$ cat config.mk
export PLATFORM = sky130hd
export DESIGN_NAME = iqws_step_unit
export DESIGN_NICKNAME = d
export VERILOG_FILES = /design/src/iqws_pkg.sv /design/src/iqws_step_unit.sv
export SDC_FILE = /design/constraint.sdc
export NUM_CORES = 1
export LEC_CHECK = 0
export BUFFER_PORTS_ARGS = -buffer_cell sky130_fd_sc_hd__buf_2
export CELL_PAD_IN_SITES_DETAIL_PLACEMENT = 0
export CELL_PAD_IN_SITES_GLOBAL_PLACEMENT = 1
export CORE_AREA = 10 10 191 193
export DETAILED_ROUTE_END_ITERATION = 12
export DIE_AREA = 0 0 201 203
export PLACE_DENSITY_LB_ADDON = 0.25
export REMOVE_ABC_BUFFERS = 1
export SLEW_MARGIN = 40
export SYNTH_ARGS = -nofsm -noshare
export SYNTH_HDL_FRONTEND = slang
export SYNTH_SLANG_ARGS = --single-unit
$ cat constraint.sdc
create_clock -name vclk -period 2.3
set_clock_uncertainty 0.15 [all_clocks]
set_input_delay 0.115 -clock vclk [all_inputs]
set_output_delay 0.115 -clock vclk [all_outputs]
set_load 0.02 [all_outputs]
$ cat src/iqws_pkg.sv
// Shared types and codes of the issue queue with wakeup and select.
package iqws_pkg;

    localparam int ALU_MASK_W = 4;
    localparam int ALU_IDX_W  = 2;
    localparam int TAG_W      = 6;
    localparam int OPC_W      = 3;
    localparam int DATA_W     = 64;

    localparam logic [1:0] REQ_INSERT  = 2'd0;
    localparam logic [1:0] REQ_FORWARD = 2'd1;
    localparam logic [1:0] REQ_TICK    = 2'd2;

    localparam logic KIND_ISSUE = 1'b0;
    localparam logic KIND_FULL  = 1'b1;

    typedef struct packed {
        logic [TAG_W-1:0]  dest;
        logic [OPC_W-1:0]  opcode;
        logic [DATA_W-1:0] pc;
        logic              a_ready;
        logic [TAG_W-1:0]  a_tag;
        logic [DATA_W-1:0] a_value;
        logic              b_ready;
        logic [TAG_W-1:0]  b_tag;
        logic [DATA_W-1:0] b_value;
    } entry_t;

    typedef struct packed {
        logic                 kind;
        logic [ALU_IDX_W-1:0] alu_index;
        logic [TAG_W-1:0]     dest;
        logic [OPC_W-1:0]     opcode;
        logic [DATA_W-1:0]    pc;
        logic [DATA_W-1:0]    operand_a;
        logic [DATA_W-1:0]    operand_b;
    } result_t;

    typedef struct packed {
        logic                  issue;
        logic [ALU_IDX_W-1:0]  alu_index;
        logic [ALU_MASK_W-1:0] alu_ok;
    } step_res_t;

endpackage

$ cat src/iqws_step_unit.sv
// Per-entry tag wakeup and ALU pick, shared by every step of a queue scan.
module iqws_step_unit
    import iqws_pkg::*;
(
    input  entry_t                  entry,
    input  logic [TAG_W-1:0]        fwd_tag,
    input  logic [DATA_W-1:0]       fwd_value,
    input  logic [ALU_MASK_W-1:0]   alu_ok,
    output entry_t                  woken,
    output step_res_t               pick
);

    logic [ALU_IDX_W-1:0] low_alu;

    always_comb
    begin
        woken = entry;
        // Operands that already hold a value keep it
        if (!entry.a_ready && entry.a_tag == fwd_tag)
        begin
            woken.a_ready = 1'b1;
            woken.a_value = fwd_value;
        end
        if (!entry.b_ready && entry.b_tag == fwd_tag)
        begin
            woken.b_ready = 1'b1;
            woken.b_value = fwd_value;
        end
    end

    always_comb
    begin
        low_alu = '0;
        for (int i = ALU_MASK_W - 1; i >= 0; i--)
        begin
            if (alu_ok[i])
            begin
                low_alu = ALU_IDX_W'(i);
            end
        end
        pick.issue     = (alu_ok != '0) && entry.a_ready && entry.b_ready;
        pick.alu_index = low_alu;
        pick.alu_ok    = alu_ok & ~(ALU_MASK_W'(1) << low_alu);
    end

endmodule

; ---- Word-level counts from Yosys, hierarchy flattened
; Cells that the tools add are included.
; Widths: inputs -> output; s select.
[word_totals]
ff_bits = 0
inputBits = 289
out_inout_bits = 222
wordCells = 20
[classes]
eq_ne = 2
shift = 1
muxes = 8
n_bitwise = 2
reduce_logical = 7
[op_table]
columns = operator, count
row1 = $mux 64, 2
row2 = $eq 6x6->1, 2
row3 = $mux 2, 4
row4 = $and 4x4->4, 1
row5 = $logic_and 1x1->1, 4
row6 = $not 4->4, 1
row7 = $reduce_bool 4->1, 1
row8 = $shl 1x2->4 const A, 1
row9 = $logic_not 1->1, 2
row10 = $mux 1, 2

; ---- Depth between registers and ports, before layout
; Gate-level depths: netlist of the first run.
[logic_depth]
ltp_word = 7
depth_mapped = 6
depth_no_buf = 4

; ---- Worst setup path before layout of the first run
; No wires, ideal clock.
[synth_path]
kind = input to output
from = in fwd_tag[1]
to = out woken[100] in the netlist's numbering
t_arrival_ns = 1.325
required_ns = 2.035
slack_ns = 0.710
stages = 6
path_buffers = 2
cell_sequence = xor2_1 -> nor4_2 -> nand3b_1 -> buf_6 -> buf_12 -> mux2_4
[synth_lines]
columns = element, line_no
row1 = "start, declared", iqws_step_unit.sv:6  ; input logic [TAG_W-1:0] fwd_tag,
row2 = "end, declared", iqws_step_unit.sv:9  ; output entry_t woken,

==> flow_metrics.py, run 1 <==
metrics = {
    "layout": {
        "diodes": 0,
        "seq_cells": 0,
        "nClkBuffers": 0,
        "finalNonFillerCells": 970,
        "fin_util_pct": 14.0,
        "area_growth_pct": 50.3,
        "drive_gt1_share_pct": 94.7,
        "regArea_um2": 0,
        "nets": 819,
        "final_area_um2": 4550,
        "nFillCells": 3777,
    },
    "critical_path": {
        "critical_path_class": "in -> out",
        "crit_top_cell": "buf_2",
        "worst_ep_arrival_time_ns": 1.87,
        "critPathRequiredTime_ns": 2.04,
        "slowest_stage": "mux2_2",
        "path_max_fanout": 30,
        "crit_path_end_kind": "output port",
        "startpoint_type": "input port",
        "cp_cell_sequence": "buf_2, xor2_1, nor4_2, nand3b_1, buf_4, mux2_2, buf_2",
        "path_buf_inv": 3,
        "path_delay_family": "buffers and inverters",
        "max_stage_delay_ns": 0.38,
    },
    "floorplan": {
        "die_w_um": 201,
        "die-area_um2": 40800,
        "std_cell_rows": 66,
        "fp.dieH_um": 203,
        "coreArea_um2": 32500,
        "boundaryPins": 511,
        "start_util_pct": 9.32,
    },
    "sta": {
        "fmax_ghz": 0.468,
        "setup-tns-final_ns": 0,
        "finalSetupViolations": 0,
        "hold_violations": 0,
        "finalCriticalPeriod_ns": 2.14,
        "report.final.slew_viol_count": 0,
        "worst_slack_ns": 0.161,
        "rsz0062_at_grt": "false",
        "slew_headroom_pct": 59.7,
        "worst_slew_pin_slew_ns": 0.605,
        "timing.final.crit_share_pct": 93.0,
        "holdWs_ns": 0.0800,
    },
    "placed_design": {
        "placed_area_um2": 4550,
        "hpwl_um": 22000,
        "place_ws_ns": 0.126,
        "dpl.cell_count": 970,
        "gp_congestion": 0.719,
        "port_buffers": 364,
    },
    "clock_network": {
        "cts-resized-gates": 0,
        "hold_buffers": 0,
        "post_cts_buffers": 0,
    },
    "global_routing": {
        "grtUsageTotal_pct": 10.7,
        "antenna_found_initial": 0,
        "grt_max_degree": 35,
        "grt_pass1_wl_um": 31000,
        "grt_pass1_vias": 3564,
        "overflow": 0,
    },
    "run_status": {
        "outcome": "finished, final reports clean",
    },
    "detailed_routing": {
        "viasPerCell": 3.20,
        "drtIter0Drc": 91,
        "antenna_left": 0,
        "drc": 0,
        "wl_per_cell_um": 25.0,
        "firstDrtPassIters": 4,
        "vias": 3100,
        "wirelength_um": 24200,
    },
    "logic_synthesis": {
        "yosys.area.top_type": "mux2_4",
        "syn-instance-count": 260,
        "seq_area_frac_synth_pct": 0,
        "ys_warn_count": 0,
        "synth_commonest_cells": "mux2_4 (120), buf_4 (86), buf_12 (12), xor2_1 (12), mux2_2 (8)",
        "yosysMostFrequentCell": "mux2_4",
        "syn_avg_cell_area_um2": 11.6,
        "yosys.area.top_type_share_pct": 59.6,
        "syn-cell-area_um2": 3030,
        "synth_cell_types": 17,
        "ys_top_cells_by_area": "mux2_4 (60%), buf_4 (21%), buf_12 (7.9%)",
    },
    "worst_hold_path": {
        "hold_path.class": "in -> out",
    },
    "power_and_ir_drop": {
        "power.density_nw_per_um2": 185,
        "finalPower_uw": 842,
        "power_leakage_nw": 2.76,
        "vdd_drop_max_mv": 0.0545,
    },
    "flow_run": {
        "cap_violations": 0,
    },
}
cell usage in the layout (no fill, tap or decap):
cell type  instances
mux2_2             8
inv_1              1
a21boi_0           1
xor2_1            12
a21oi_1            2
conb_1             1
nand3b_1           2
buf_12             2
a21o_2             2
and2_1             1
nor2_1             6
buf_4              2
mux2_4           120
buf_2            364
nor3_1             1
nand2_1            1
nor4_2             2
logic make-up after synthesis:
group	synth area share, %
buffers and inverters	30.1
muxes	62.5
and+or+nand+nor	2.56
AOI/OAI and AO/OA	1.16
xor gates and xnor gates	3.47
other	0.124
power by group:
| part | internal [mW] | switching, mW |
|---|---|---|
| Sequential | 0 | 0 |
| Clock | 0 | 0 |
| Combinational | 0.412 | 0.430 |
| Total | 0.412 | 0.430 |
final timing paths:
check                 startpoint         end  cells after the start
worst max-delay path  fwd_tag[1]   woken[72]                      7
worst min-delay path  entry[190]  woken[190]                      0
layer usage:
layer | wire length [µm] | track usage [%] | vias up
met5 | 368 | 7.25 | -
met2 | 9140 | 14.2 | 356
met4 | 48 | 0.216 | 6
li1 | - | - | 1357
met1 | 9460 | 11.7 | 1373
met3 | 5190 | 11.0 | 8
cell type report:
type	instances	area, µm²	share of cell area [%]
tap	442	553	12.2
inverter	1	3.75	0.0826
timing repair buffer	368	1880	41.3
multi-input combinational	159	2110	46.5
(Power assumes the default switching activity.)
==> run 2, diff against run 1 <==
RECOVER_POWER = 50   (was not set)
==> run 2 against run 1 <==
Clock-buffer cell count stayed put. Critical path depth stayed put. Power is 1.9% lower.
==> flow_metrics.py, run 2 (synthesis gave the netlist of run 1 again) <==
metrics = {
    "global_routing": {
        "grt_max_degree": 35,
        "overflow": 0,
        "grtUsageTotal_pct": 10.7,
        "grt_pass1_wl_um": 31000,
        "antenna_found_initial": 0,
        "grt_pass1_vias": 3564,
    },
    "sta": {
        "hold_violations": 0,
        "holdWs_ns": 0.0800,
        "timing.final.crit_share_pct": 90.6,
        "slew_headroom_pct": 54.6,
        "rsz0062_at_grt": "false",
        "report.final.slew_viol_count": 0,
        "fmax_ghz": 0.480,
        "worst_slew_pin_slew_ns": 0.681,
        "finalCriticalPeriod_ns": 2.08,
        "finalSetupViolations": 0,
    },
    "clock_network": {
        "post_cts_buffers": 0,
        "hold_buffers": 0,
        "cts-resized-gates": 0,
    },
    "layout": {
        "area_growth_pct": 47.4,
        "regArea_um2": 0,
        "diodes": 0,
        "layout_commonest_cell": "buf_2",
        "drive_gt1_share_pct": 89.2,
        "nClkBuffers": 0,
        "nFillCells": 3808,
        "nets": 819,
        "most-common-layout-cells": "buf_2 (346), mux2_4 (109), clkbuf_1 (18)",
        "final_area_um2": 4460,
        "seq_cells": 0,
        "finalNonFillerCells": 970,
    },
    "power_and_ir_drop": {
        "vdd_drop_max_mv": 0.0546,
        "comb_power_share_pct": 100.0,
        "clkPwrFrac_pct": 0,
        "internal_power_uw": 397,
        "finalPower_uw": 826,
        "power_leakage_nw": 2.63,
        "swShare_pct": 51.9,
        "power.switching_uw": 429,
        "seq_power_share_pct": 0,
        "power.density_nw_per_um2": 185,
    },
    "detailed_routing": {
        "drc": 0,
        "wirelength_um": 24100,
        "firstDrtPassIters": 4,
        "wl_per_cell_um": 24.9,
        "vias": 3080,
        "drtIter0Drc": 94,
        "viasPerCell": 3.18,
        "antenna_left": 0,
    },
    "floorplan": {
        "start_util_pct": 9.32,
        "die_w_um": 201,
        "std_cell_rows": 66,
        "boundaryPins": 511,
        "coreArea_um2": 32500,
        "fp.dieH_um": 203,
        "die-area_um2": 40800,
    },
    "critical_path": {
        "critical_path_class": "in -> out",
        "path_max_fanout": 33,
        "worst_ep_arrival_time_ns": 1.82,
        "startpoint_type": "input port",
        "crit_path_end_kind": "output port",
        "critPathRequiredTime_ns": 2.04,
    },
    "placed_design": {
        "port_buffers": 364,
        "gp_congestion": 0.719,
        "hpwl_um": 22000,
        "dpl.cell_count": 970,
        "placed_area_um2": 4550,
    },
    "worst_hold_path": {
        "whs_endpoint": "woken[190]",
        "min_from": "entry[190]",
        "hold_path.class": "in -> out",
        "hold_path_depth": 0,
    },
    "run_status": {
        "outcome": "finished, final reports clean",
    },
    "flow_run": {
        "cap_violations": 0,
    },
}
==> run 2: cell types whose count changed in the layout (fill, tap and decap cells not counted), sizes merged <==
| cell | change |
|---|---|
| clkbuf | +18 |
| buf | -18 |
==> run 2: worst max-delay path by stage <==
stage	startpoint	endpoint	slack, ns	cells past startpoint
after floorplan	fwd_tag[5]	woken[0]	-1.90	4
after global placement	fwd_tag[1]	woken[72]	0.14	7
after detailed placement	fwd_tag[1]	woken[72]	0.13	7
after CTS	fwd_tag[1]	woken[72]	0.12	7
after global routing	fwd_tag[1]	woken[101]	0.1	7
final	fwd_tag[5]	woken[7]	0.22	7
==> run 2: area by class of cell <==
cell class | count | area, µm² | area share [%]
timing repair buffer | 368 | 1830 | 41.0
tap | 442 | 553 | 12.4
multi-input combinational | 159 | 2070 | 46.5
inverter | 1 | 3.75 | 0.0842
==> run 2: critical path, cell delays in order <==
cell and delay, ns:
buf_2 0.12, xor2_1 0.16, nor4_2 0.35, nand3b_1 0.14, buf_4 0.32, mux2_4 0.38, buf_2 0.16
==> run 2: power by group through the flow <==
stage,Clock (mW),Sequential (mW),Combinational [mW]
after floorplan,0,0,0.439
after global placement,0,0,0.865
after global routing,0,0,0.889
after CTS,0,0,0.861
after detailed placement,0,0,0.857
final,0,0,0.826
==> run 2: stage by stage <==
stage          setup WS [ns]  TNS, ns  util (%)
2_1_floorplan          -1.90  -237.05         -
3_3_place_gp           0.137        0      14.0
3_5_place_dp           0.126        0      14.0
4_1_cts                0.122        0      14.0
5_1_grt               0.0950        0      13.7
6_report               0.215        0      13.7
==> run 2: per-layer routing <==
metal | GRT usage, % | vias to the layer above | share of wire (%)
met2 | 14.2 | 358 | 38
li1 | - | 1357 | -
met3 | 11.0 | 8 | 22
met5 | 7.25 | - | 1.5
met1 | 11.7 | 1351 | 39
met4 | 0.216 | 6 | 0.20
==> run 3, diff against run 2 <==
clock period = 2 ns   (was 2.3 ns; I/O delays follow)
==> run 3 against run 2 <==
The flow now finishes with violations (negative setup slack). Utilization up 3.4 points. Via count up 6.8%. Worst setup slack got worse by 0.23 ns. Sequential share of layout area stayed put. Design area grew 25%. Global-route usage up 0.31 points. Clock-buffer cell count stayed put. Non-clock buffer count up 29. Critical path type unchanged. Critical endpoint is now woken[24]. Largest cell class is now non-clock buffers. Highest routed layer unchanged.
==> flow_metrics.py, run 3 (synthesis gave the netlist of run 1 again) <==
metrics = {
    "run_status": {
        "outcome": "finished, violations left",
        "violations": "negative setup slack",
    },
    "global_routing": {
        "grt_pass1_wl_um": 32000,
        "grt_pass1_vias": 3660,
        "grtUsageTotal_pct": 11.0,
        "overflow": 0,
        "grt_max_degree": 35,
        "antenna_found_initial": 3,
    },
    "worst_hold_path": {
        "whs_endpoint": "woken[190]",
        "hold_path_depth": 0,
        "hold_path.class": "in -> out",
        "min_from": "entry[190]",
    },
    "floorplan": {
        "boundaryPins": 511,
        "fp.dieH_um": 203,
        "std_cell_rows": 66,
        "start_util_pct": 9.32,
        "die_w_um": 201,
        "die-area_um2": 40800,
        "coreArea_um2": 32500,
    },
    "power_and_ir_drop": {
        "seq_power_share_pct": 0,
        "internal_power_uw": 617,
        "vdd_drop_max_mv": 0.0639,
        "clkPwrFrac_pct": 0,
        "comb_power_share_pct": 100.0,
        "swShare_pct": 46.2,
        "power.switching_uw": 529,
        "power.density_nw_per_um2": 206,
        "finalPower_mw": 1.15,
        "power_leakage_nw": 3.20,
    },
    "sta": {
        "fmax_ghz": 0.496,
        "report.final.slew_viol_count": 0,
        "worst_slack_ns": -0.0156,
        "finalSetupViolations": 7,
        "finalCriticalPeriod_ns": 2.02,
        "holdWs_ns": 0.0500,
        "rsz0062_at_grt": "true",
        "hold_violations": 0,
        "timing.final.crit_share_pct": 101,
    },
    "placed_design": {
        "port_buffers": 364,
        "hpwl_um": 22200,
        "place_ws_ns": -0.172,
        "gp_congestion": 0.736,
    },
    "layout": {
        "drive_gt1_share_pct": 95.3,
        "layout_commonest_cell": "buf_2",
        "multi_input_comb_area_um2": 2130,
        "most-common-layout-cells": "buf_2 (274), mux2_4 (120), buf_6 (90)",
        "seq_cells": 0,
        "nFillCells": 3705,
        "area_growth_pct": 84.0,
        "regArea_um2": 0,
        "nClkBuffers": 0,
        "nets": 848,
    },
    "critical_path": {
        "max_stage_delay_ns": 0.30,
        "crit_path_end_kind": "output port",
        "slowest_stage": "mux2_4",
        "cp_cell_sequence": "buf_8, xor2_2, nor4_2, buf_4, nand3b_1, buf_6, buf_8, buf_12, mux2_4, buf_6",
        "path_max_fanout": 6,
        "critPathRequiredTime_ns": 1.75,
        "worst_ep_arrival_time_ns": 1.77,
        "critical_path_class": "in -> out",
        "startpoint_type": "input port",
    },
    "detailed_routing": {
        "vias": 3288,
        "wirelength_um": 26300,
        "firstDrtPassIters": 4,
        "antenna_left": 0,
        "drtIter0Drc": 74,
        "wl_per_cell_um": 26.2,
        "viasPerCell": 3.28,
        "drc": 0,
    },
    "flow_run": {
        "cap_violations": 0,
    },
}
## run 3: changes by cell type in the layout (fill, tap and decap cells not counted), moves of 3 or more
cell	before	now
buf_6	0	90
mux2_1	11	0
buf_2	346	274
buf_12	0	3
clkbuf_1	18	0
mux2_4	109	120
buf_4	4	18
buf_16	0	3
clkbuf_16	0	6
## run 3: routing by layer
metal	GRT usage (%)	part of all wire, %
met5	6.76	1.5
met4	0.162	0.20
met3	11.1	20
met2	14.6	39
met1	12.3	40
## run 3: timing repair
item | CTS | global route
gates cloned | 1 | 8
hold buffers | 0 | 0
endpoints found under the setup margin | 88 | 128
pin swaps | 3 | 5
gates resized for setup | 115 | 86
buffers inserted | 6 | 4
## run 3: critical path: cells and delay by family
kind	cells	cell delay, ns
multiplexers	1	0.30
XOR/XNOR	1	0.16
AND/OR/NAND/NOR	2	0.35
buffers and inverters	6	0.83
## run 3: how the worst max path moves through the flow
stage	startpoint	end	slack (ns)	cells after the start
final	entry[69]	woken[24]	-0.02	10
after global routing	entry[69]	woken[11]	-0.12	10
after CTS	entry[64]	woken[24]	-0.04	10
after detailed placement	fwd_tag[5]	woken[19]	-0.17	8
after global placement	fwd_tag[5]	woken[11]	-0.15	8
after floorplan	fwd_tag[5]	woken[0]	-2.17	4
## run 3: cell type report
type                            instances  share of cell area [%]
Antenna cell                            2                  0.0899
Inverter                                1                  0.0674
Multi-Input combinational cell        159                    38.2
Tap cell                              442                    9.94
Timing Repair Buffer                  397                    51.7
## run 3: per-stage QoR
step	area [µm²]	TNS, ns	utilization, %	instances
finish	5570	-0.0875	17.1	1001
global route	5560	-6.94	17.1	1000
CTS	5100	-0.595	15.7	987
global placement	4650	-5.83	14.3	980
detailed placement	4650	-7.64	14.3	980
floorplan	2120	-271.61	-	160
## run 3: power groups by stage
stage / combinational [mW] / sequential (mW) / clock (mW)
floorplan: 0.505 / 0 / 0
global placement: 1.00 / 0 / 0
detailed placement: 0.993 / 0 / 0
CTS: 1.09 / 0 / 0
global route: 1.22 / 0 / 0.0000000668
finish: 1.15 / 0 / 0.000000134
